File: src/rtl/rcf_pkg.sv
`timescale 1ns / 1ps
// ----------------------------------------------------------------------------
// rcf_pkg
// Shared widths, reset values, codes and types of the RGB cross-fade core.
// ----------------------------------------------------------------------------
package rcf_pkg;

  localparam int COLOR_W        = 8;
  localparam int CODE_W         = 8;
  localparam int FRAME_W        = 8;
  localparam int FADE_W         = 10;   // 4 * code
  localparam int CFG_W          = 14;
  localparam int ACC_W          = 18;   // holds 255 * 1020
  localparam int STEP_W         = $clog2(COLOR_W);
  localparam int TIMER_BITS_DEF = 14;

  localparam logic [CFG_W-1:0]  TIMEOUT_RESET = CFG_W'(10000);
  localparam logic [FADE_W-1:0] FADE_RESET    = FADE_W'(1000);
  localparam logic [FADE_W-1:0] POLL_RESET    = FADE_W'(100);

  typedef enum logic {
    OP_TICK   = 1'b0,
    OP_PACKET = 1'b1
  } opcode_e;

  typedef enum logic [2:0] {
    S_IDLE,
    S_LOAD,
    S_MUL,
    S_DIV,
    S_DONE
  } seq_state_e;

  // per-cycle commands from the sequencer to the blend lanes
  typedef struct packed {
    logic load;
    logic mul;
    logic div;
    logic fin;
  } seq_ctl_t;

endpackage

File: src/rtl/rcf_seq.sv
`timescale 1ns / 1ps
// ----------------------------------------------------------------------------
// rcf_seq
// Sequencer: load, eight multiply steps, eight divide steps, hand-off.
// ----------------------------------------------------------------------------
module rcf_seq (
  input  logic              clk_i,
  input  logic              rst_ni,
  input  logic              start_i,
  input  logic              out_free_i,
  output logic              idle_o,
  output rcf_pkg::seq_ctl_t ctl_o
);
  import rcf_pkg::*;

  localparam logic [STEP_W-1:0] LAST_STEP = STEP_W'(COLOR_W - 1);

  seq_state_e        state_q, state_d;
  logic [STEP_W-1:0] cnt_q, cnt_d;

  always_ff @(posedge clk_i or negedge rst_ni) begin
    if (!rst_ni) begin
      state_q <= S_IDLE;
      cnt_q   <= '0;
    end else begin
      state_q <= state_d;
      cnt_q   <= cnt_d;
    end
  end

  always_comb begin
    state_d   = state_q;
    cnt_d     = cnt_q;
    idle_o    = 1'b0;
    ctl_o     = '0;
    case (state_q)
      S_IDLE: begin
        idle_o = 1'b1;
        if (start_i) state_d = S_LOAD;
      end
      S_LOAD: begin
        ctl_o.load = 1'b1;
        cnt_d      = '0;
        state_d    = S_MUL;
      end
      S_MUL: begin
        ctl_o.mul = 1'b1;
        cnt_d     = cnt_q + 1'b1;
        if (cnt_q == LAST_STEP) state_d = S_DIV;
      end
      S_DIV: begin
        ctl_o.div = 1'b1;
        cnt_d     = cnt_q + 1'b1;
        if (cnt_q == LAST_STEP) state_d = S_DONE;
      end
      S_DONE: begin
        ctl_o.fin = 1'b1;
        if (out_free_i) state_d = S_IDLE;
      end
      default: state_d = S_IDLE;
    endcase
  end

endmodule

File: src/rtl/rcf_lane.sv
`timescale 1ns / 1ps
// ----------------------------------------------------------------------------
// rcf_lane
// One color channel: bit-serial old*(F-e) + tgt*e, then restoring divide by F.
// ----------------------------------------------------------------------------
module rcf_lane (
  input  logic                        clk_i,
  input  rcf_pkg::seq_ctl_t           ctl_i,
  input  logic [rcf_pkg::COLOR_W-1:0] old_i,
  input  logic [rcf_pkg::COLOR_W-1:0] tgt_i,
  input  logic [rcf_pkg::FADE_W-1:0]  fade_i,
  input  logic [rcf_pkg::FADE_W-1:0]  elapsed_i,
  output logic [rcf_pkg::COLOR_W-1:0] quo_o
);
  import rcf_pkg::*;

  logic [COLOR_W-1:0] old_sh_q, tgt_sh_q, quo_q;
  logic [ACC_W-1:0]   rem_w_q, el_w_q, acc_q, dsh_q;
  logic [ACC_W-1:0]   acc_d;
  logic               fits;

  assign fits = (acc_q >= dsh_q);

  always_comb begin
    acc_d = acc_q;
    if (ctl_i.load) begin
      acc_d = '0;
    end else if (ctl_i.mul) begin
      acc_d = acc_q + (old_sh_q[0] ? rem_w_q : '0) + (tgt_sh_q[0] ? el_w_q : '0);
    end else if (ctl_i.div && fits) begin
      acc_d = acc_q - dsh_q;
    end
  end

  always_ff @(posedge clk_i) begin
    acc_q <= acc_d;
    if (ctl_i.load) begin
      old_sh_q <= old_i;
      tgt_sh_q <= tgt_i;
      rem_w_q  <= ACC_W'(fade_i - elapsed_i);
      el_w_q   <= ACC_W'(elapsed_i);
      dsh_q    <= ACC_W'(fade_i) << (COLOR_W - 1);
    end else if (ctl_i.mul) begin
      old_sh_q <= old_sh_q >> 1;
      tgt_sh_q <= tgt_sh_q >> 1;
      rem_w_q  <= rem_w_q << 1;
      el_w_q   <= el_w_q << 1;
    end else if (ctl_i.div) begin
      quo_q <= {quo_q[COLOR_W-2:0], fits};
      dsh_q <= dsh_q >> 1;
    end
  end

  assign quo_o = quo_q;

endmodule

File: src/rtl/rgb_crossfade_timeout_core.sv
`timescale 1ns / 1ps
// ----------------------------------------------------------------------------
// rgb_crossfade_timeout_core
// Linear RGB cross-fade driven by millisecond ticks and color packets.
// ----------------------------------------------------------------------------
// Each input beat is a tick or a color packet and yields one output beat with
// the blended color and the poll-due flag. The state is updated on the cycle
// a beat is accepted; the three channels are then blended in parallel lanes,
// each running an eight-step bit-serial multiply and an eight-step restoring
// divide. The next beat is taken only after the load, multiply, divide and
// hand-off steps are done and the sequencer is back in idle; the hand-off
// waits while the output register is still full. The blackout timeout
// register may be written while no item is in flight.
module rgb_crossfade_timeout_core #(
  parameter int TIMER_BITS = rcf_pkg::TIMER_BITS_DEF
) (
  input  logic                        clk_i,
  input  logic                        rst_ni,
  input  logic                        cfg_valid_i,
  output logic                        cfg_ready_o,
  input  logic [rcf_pkg::CFG_W-1:0]   cfg_data_i,
  input  logic                        in_valid_i,
  output logic                        in_ready_o,
  input  logic                        opcode_i,
  input  logic [rcf_pkg::COLOR_W-1:0] red_in_i,
  input  logic [rcf_pkg::COLOR_W-1:0] green_in_i,
  input  logic [rcf_pkg::COLOR_W-1:0] blue_in_i,
  input  logic [rcf_pkg::CODE_W-1:0]  poll_code_i,
  input  logic [rcf_pkg::CODE_W-1:0]  fade_code_i,
  input  logic [rcf_pkg::FRAME_W-1:0] frame_number_i,
  output logic                        out_valid_o,
  input  logic                        out_ready_i,
  output logic [rcf_pkg::COLOR_W-1:0] red_out_o,
  output logic [rcf_pkg::COLOR_W-1:0] green_out_o,
  output logic [rcf_pkg::COLOR_W-1:0] blue_out_o,
  output logic                        poll_due_o
);
  import rcf_pkg::*;

  localparam int CMP_W = (TIMER_BITS > CFG_W) ? TIMER_BITS : CFG_W;
  localparam int NCH   = 3;

  logic [CFG_W-1:0]      timeout_q;
  logic [COLOR_W-1:0]    old_q [NCH];
  logic [COLOR_W-1:0]    tgt_q [NCH];
  logic [COLOR_W-1:0]    old_d [NCH];
  logic [COLOR_W-1:0]    tgt_d [NCH];
  logic [COLOR_W-1:0]    pkt_color [NCH];
  logic [COLOR_W-1:0]    quo [NCH];
  logic [COLOR_W-1:0]    out_q [NCH];
  logic [FRAME_W-1:0]    last_frame_q, last_frame_d;
  logic [FADE_W-1:0]     fade_q, fade_d, poll_q, poll_d;
  logic [TIMER_BITS-1:0] fade_el_q, fade_el_d, idle_q, idle_d, since_q, since_d;
  logic [TIMER_BITS-1:0] idle_upd;
  logic                  out_valid_q, poll_due_q;

  logic     in_fire, is_packet, new_frame, blackout, bypass;
  logic     seq_idle, out_free, out_load;
  seq_ctl_t ctl;

  function automatic logic [TIMER_BITS-1:0] sat_inc(input logic [TIMER_BITS-1:0] v);
    sat_inc = (&v) ? v : v + 1'b1;
  endfunction

  assign cfg_ready_o = 1'b1;
  assign in_ready_o  = seq_idle;
  assign in_fire     = in_valid_i && in_ready_o;
  assign is_packet   = (opcode_e'(opcode_i) == OP_PACKET);
  assign new_frame   = is_packet && (frame_number_i != last_frame_q);
  assign pkt_color   = '{red_in_i, green_in_i, blue_in_i};

  // tick or packet first, then the blackout check on the updated idle time
  always_comb begin
    last_frame_d = last_frame_q;
    fade_d       = fade_q;
    poll_d       = poll_q;
    fade_el_d    = fade_el_q;
    since_d      = since_q;
    idle_upd     = idle_q;
    old_d        = old_q;
    tgt_d        = tgt_q;
    if (!is_packet) begin
      fade_el_d = sat_inc(fade_el_q);
      since_d   = sat_inc(since_q);
      idle_upd  = sat_inc(idle_q);
    end else begin
      idle_upd = '0;
      if (new_frame) begin
        last_frame_d = frame_number_i;
        old_d        = tgt_q;
        tgt_d        = pkt_color;
        poll_d       = {poll_code_i, 2'b00};
        fade_d       = {fade_code_i, 2'b00};
        fade_el_d    = '0;
        since_d      = '0;
      end
    end
    blackout = (CMP_W'(idle_upd) > CMP_W'(timeout_q));
    idle_d   = idle_upd;
    if (blackout) begin
      old_d     = tgt_d;
      tgt_d     = '{default: '0};
      idle_d    = '0;
      fade_el_d = '0;
    end
  end

  always_ff @(posedge clk_i or negedge rst_ni) begin
    if (!rst_ni) begin
      timeout_q    <= TIMEOUT_RESET;
      old_q        <= '{default: '0};
      tgt_q        <= '{default: '0};
      last_frame_q <= '0;
      fade_q       <= FADE_RESET;
      poll_q       <= POLL_RESET;
      fade_el_q    <= '0;
      idle_q       <= '0;
      since_q      <= '0;
    end else begin
      if (cfg_valid_i && cfg_ready_o) timeout_q <= cfg_data_i;
      if (in_fire) begin
        old_q        <= old_d;
        tgt_q        <= tgt_d;
        last_frame_q <= last_frame_d;
        fade_q       <= fade_d;
        poll_q       <= poll_d;
        fade_el_q    <= fade_el_d;
        idle_q       <= idle_d;
        since_q      <= since_d;
      end
    end
  end

  rcf_seq u_seq (
    .clk_i      (clk_i),
    .rst_ni     (rst_ni),
    .start_i    (in_fire),
    .out_free_i (out_free),
    .idle_o     (seq_idle),
    .ctl_o      (ctl)
  );

  for (genvar c = 0; c < NCH; c++) begin : g_lane
    rcf_lane u_lane (
      .clk_i     (clk_i),
      .ctl_i     (ctl),
      .old_i     (old_q[c]),
      .tgt_i     (tgt_q[c]),
      .fade_i    (fade_q),
      .elapsed_i (fade_el_q[FADE_W-1:0]),
      .quo_o     (quo[c])
    );
  end

  // the state holds still while the lanes run, so it can be read at hand-off
  assign bypass   = (fade_q == '0) || (fade_el_q >= TIMER_BITS'(fade_q));
  assign out_free = !out_valid_q || out_ready_i;
  assign out_load = ctl.fin && out_free;

  always_ff @(posedge clk_i or negedge rst_ni) begin
    if (!rst_ni) begin
      out_valid_q <= 1'b0;
    end else if (out_load) begin
      out_valid_q <= 1'b1;
    end else if (out_ready_i) begin
      out_valid_q <= 1'b0;
    end
  end

  always_ff @(posedge clk_i) begin
    if (out_load) begin
      for (int c = 0; c < NCH; c++) out_q[c] <= bypass ? tgt_q[c] : quo[c];
      poll_due_q <= (since_q > TIMER_BITS'(poll_q));
    end
  end

  assign out_valid_o = out_valid_q;
  assign red_out_o   = out_q[0];
  assign green_out_o = out_q[1];
  assign blue_out_o  = out_q[2];
  assign poll_due_o  = poll_due_q;

endmodule

File: config.mk
export PLATFORM = sky130hd
export DESIGN_NAME = rgb_crossfade_timeout_core
export DESIGN_NICKNAME = d
export VERILOG_FILES = /design/src/rtl/rcf_pkg.sv /design/src/rtl/rcf_seq.sv /design/src/rtl/rcf_lane.sv /design/src/rtl/rgb_crossfade_timeout_core.sv
export SDC_FILE = /design/constraint.sdc
export NUM_CORES = 1
export LEC_CHECK = 0
export ABC_AREA = 1
export BUFFER_PORTS_ARGS = -buffer_cell sky130_fd_sc_hd__buf_2
export CAP_MARGIN = 15
export CELL_PAD_IN_SITES_DETAIL_PLACEMENT = 0
export CELL_PAD_IN_SITES_GLOBAL_PLACEMENT = 1
export CORE_UTILIZATION = 50
export CTS_CLUSTER_SIZE = 16
export DETAILED_ROUTE_END_ITERATION = 8
export PLACE_DENSITY_LB_ADDON = 0.1
export SLEW_MARGIN = 15
export SYNTH_ARGS = -nofsm -noshare
export SYNTH_HDL_FRONTEND = slang
export SYNTH_SLANG_ARGS = --single-unit
File: constraint.sdc
create_clock -name clk_i -period 8.15 [get_ports clk_i]
set_clock_uncertainty 0.05 [all_clocks]
set_input_delay 1.63 -clock clk_i [delete_from_list [all_inputs] [get_ports clk_i]]
set_output_delay 1.63 -clock clk_i [all_outputs]
set_load 0.01 [all_outputs]
==> out/metrics.cfg <==
[logic_synthesis]
synth_area_mm2 = 0.0243
synthTopCellsByCount = nand2_1 (1142), inv_1 (482), nand3_1 (268)
ys_async_sr_fraction = 0.399
yosys_warnings = 0
synth.area.top_cells = nand2_1 (18%), edfxtp_1 (17%), dfrtp_1 (12%)
synth_flop_cell = edfxtp_1
synth.most_common_cell = nand2_1
synth_nets = 3699
synthCells = 3430
syn-mean-instance-area_um2 = 7.10
synth_edf_count = 134
yosys_register_bits = 338
synth_top_area_share = 0.176
seq_area_frac_synth = 0.362
synth_area_leader_cell = nand2_1
yosysUniqueCellTypes = 49

[worst_setup_path]
cp-end-kind = flip-flop
crit_type = in -> reg
rr_startpoint = idle_q[0]$_DFFE_PN0P_
cpPeakStageDelay_ps = 940
cp.depth = 17
crit_start = opcode_i
path_delay_family = buffers and inverters
worst-r2r-cell-count = 19
crit_buf_inv = 6
cp.arrival_ps = 6010
required_ps = 8550
crit_chain = buf_2 -> buf_4 -> inv_1 -> nand3_1 -> inv_1 -> ha_1 -> nand2_1 -> nor2_1 -> nand4_1 -> inv_1 -> nand2_1 -> nand2_1 -> nand2_2 -> nand2_2 -> clkinv_1 -> nand2_1 -> o21ai_0
crit_end = idle_q[3]$_DFFE_PN0P_
r2r_setup_slack_ps = 3010
path_common_cell = nand2_1
cp_max_fo = 44
r2r_end = idle_q[3]$_DFFE_PN0P_
crit_slowest_cell = clkinv_1
cp-start-kind = input pin

[place]
postPlaceCellArea_mm2 = 0.0252
place_inst = 4046
pre_cts_slack_ps = 2160
hpwl_um = 56500
port_buffers = 94
gp_congestion = 0.971

[grt]
grt_pass1_vias = 21100
grt_use_total = 0.302
globalRouteOverflowTotal = 0
grt_max_degree = 88
antenna_found_initial = 0
grt_pass1_wl_um = 117000

[floorplanning]
initial_utilization = 0.509
die_w_um = 223
die_area_mm2 = 0.0496
die_h_um = 223
placement_rows = 80
io_pins = 96
fp.coreArea_mm2 = 0.0478

[cells_and_area]
drive_above_1_share = 0.0670
antenna_cells = 0
fin_area_mm2 = 0.0265
fin_cells = 4120
fillers = 4695
finalNetCount = 3742
area_growth_pct = 8.95

[timing]
setup_viol = 0
setup_ws_ps = 2540
hold_viol = 0
finalMaxSlewViolations = 0
worstMarginPinSlew_ps = 1160
fmax_ghz = 0.178
tns_ps = 0
post-route-min-period_ps = 5610
post-route-period-util = 0.688
slew_headroom = 0.219
rsz0062_at_grt = false

[clock_network]
clockBufferDepth = 3
cts_tree = built
cts_buffers = 40
path_clk_slew_ps = 60
numClockSinks = 338
cts_hold_buf = 0
ctsHtreeMaxLevel = 2
cts_resized = 0
post_cts_buffers = 0
clkLatencyLatePin_ps = 590
root_buffer = clkbuf_16

[detailed_routing]
num_vias = 22200
drtPass1Iterations = 5
wl_per_cell_um = 18.0
drtIter0Drc = 1967
wl_um = 74200
drc = 0
drtAntennaViolNets = 0
vias_per_cell = 5.39

[worst_hold_path]
hold_path_class = reg -> reg

[run]
maxCapViolCount = 0

[outcome]
outcome = finished clean

[worst min path at each step]
stage                                                   start                             endpoint  slack, ps  depth (start not counted)
after floorplan           g_lane[0].u_lane.quo_o[0]$_DFFE_PP_  g_lane[0].u_lane.quo_o[1]$_DFFE_PP_        380                          0
after global routing      g_lane[1].u_lane.quo_o[6]$_DFFE_PP_  g_lane[1].u_lane.quo_o[7]$_DFFE_PP_        410                          0
after detailed placement  g_lane[1].u_lane.quo_o[6]$_DFFE_PP_  g_lane[1].u_lane.quo_o[7]$_DFFE_PP_        380                          0
final                     g_lane[1].u_lane.quo_o[2]$_DFFE_PP_  g_lane[1].u_lane.quo_o[3]$_DFFE_PP_        400                          0
after global placement    g_lane[1].u_lane.quo_o[6]$_DFFE_PP_  g_lane[1].u_lane.quo_o[7]$_DFFE_PP_        380                          0
after CTS                 g_lane[1].u_lane.quo_o[2]$_DFFE_PP_  g_lane[1].u_lane.quo_o[3]$_DFFE_PP_        400                          0
[worst reg2reg max path: cells and delay by family (launching register included)]
| family | cells | cell delay [ps] |
|---|---|---|
| compound gates | 1 | 130 |
| simple gates | 13 | 2800 |
| fa+ha+maj | 2 | 450 |
| buf+inv | 3 | 1120 |
| flops | 1 | 460 |
[cell families after synthesis]
family / share of synthesized area
mux: 0.000463
compound gates: 0.0924
flops: 0.362
other cells: 0.000154
fa+ha+maj: 0.121
buf+inv: 0.0974
xor+xnor: 0.0173
simple gates: 0.310
[state kept, by name, summed over array words and instances, names as in the netlist, 8 cells and up]
signal                  cells
g_lane.u_lane.dsh_q        17
fade_q                      8
g_lane.u_lane.tgt_sh_q     24
old_q                      24
idle_q                     14
timeout_q                  14
since_q                    14
g_lane.u_lane.acc_q        54
g_lane.u_lane.quo_o        24
out_q                      24
tgt_q                      24
fade_el_q                  14
g_lane.u_lane.rem_w_q      17
g_lane.u_lane.el_w_q       18
poll_q                      8
last_frame_q                8
g_lane.u_lane.old_sh_q     24
[layer usage]
metal / wire length, um / global-route usage / vias up
met2: 35000 / 0.506 / 676
met5: 0 / 0 / -
met3: 4120 / 0.0299 / 139
met4: 2510 / 0.102 / 0
li1: - / - / 11000
met1: 32600 / 0.407 / 10400
[final cells by class]
type | instances | area, um^2 | area share
clock buffers | 55 | 1090 | 0.0410
multi-input cells | 2490 | 13200 | 0.497
repair buffers | 105 | 559 | 0.0211
clock inverters | 19 | 243 | 0.00915
flip-flops and latches | 338 | 8800 | 0.332
inverters | 498 | 1870 | 0.0706
well taps | 615 | 769 | 0.0290
[placed cells by master (no fill, tap or decap), types with 18 or more instances in the layout]
| master | n |
|---|---|
| dfrtp_1 | 121 |
| clkbuf_16 | 40 |
| nand3_1 | 267 |
| a21oi_1 | 161 |
| o22ai_1 | 27 |
| o21ai_0 | 196 |
| xor2_1 | 41 |
| nand4_1 | 27 |
| nor3_1 | 31 |
| edfxtp_1 | 134 |
| fa_1 | 57 |
| nor2_1 | 257 |
| buf_2 | 93 |
| dfxtp_1 | 69 |
| nand2_1 | 1142 |
| ha_1 | 144 |
| inv_1 | 481 |
| nand3b_1 | 29 |
| o21ai_1 | 18 |
[through the flow]
| step | hold slack, ps | utilization |
|---|---|---|
| 3_5_place_dp | 384 | 0.526 |
| 6_report | 400 | 0.554 |
| 4_1_cts | 396 | 0.554 |
| 2_1_floorplan | 376 | - |
| 3_3_place_gp | 380 | 0.526 |
| 5_1_grt | 406 | 0.554 |
Power is left out: the tool's default activity adds up to more than one toggle a clock period on the data nets, which glitch-free logic cannot reach.
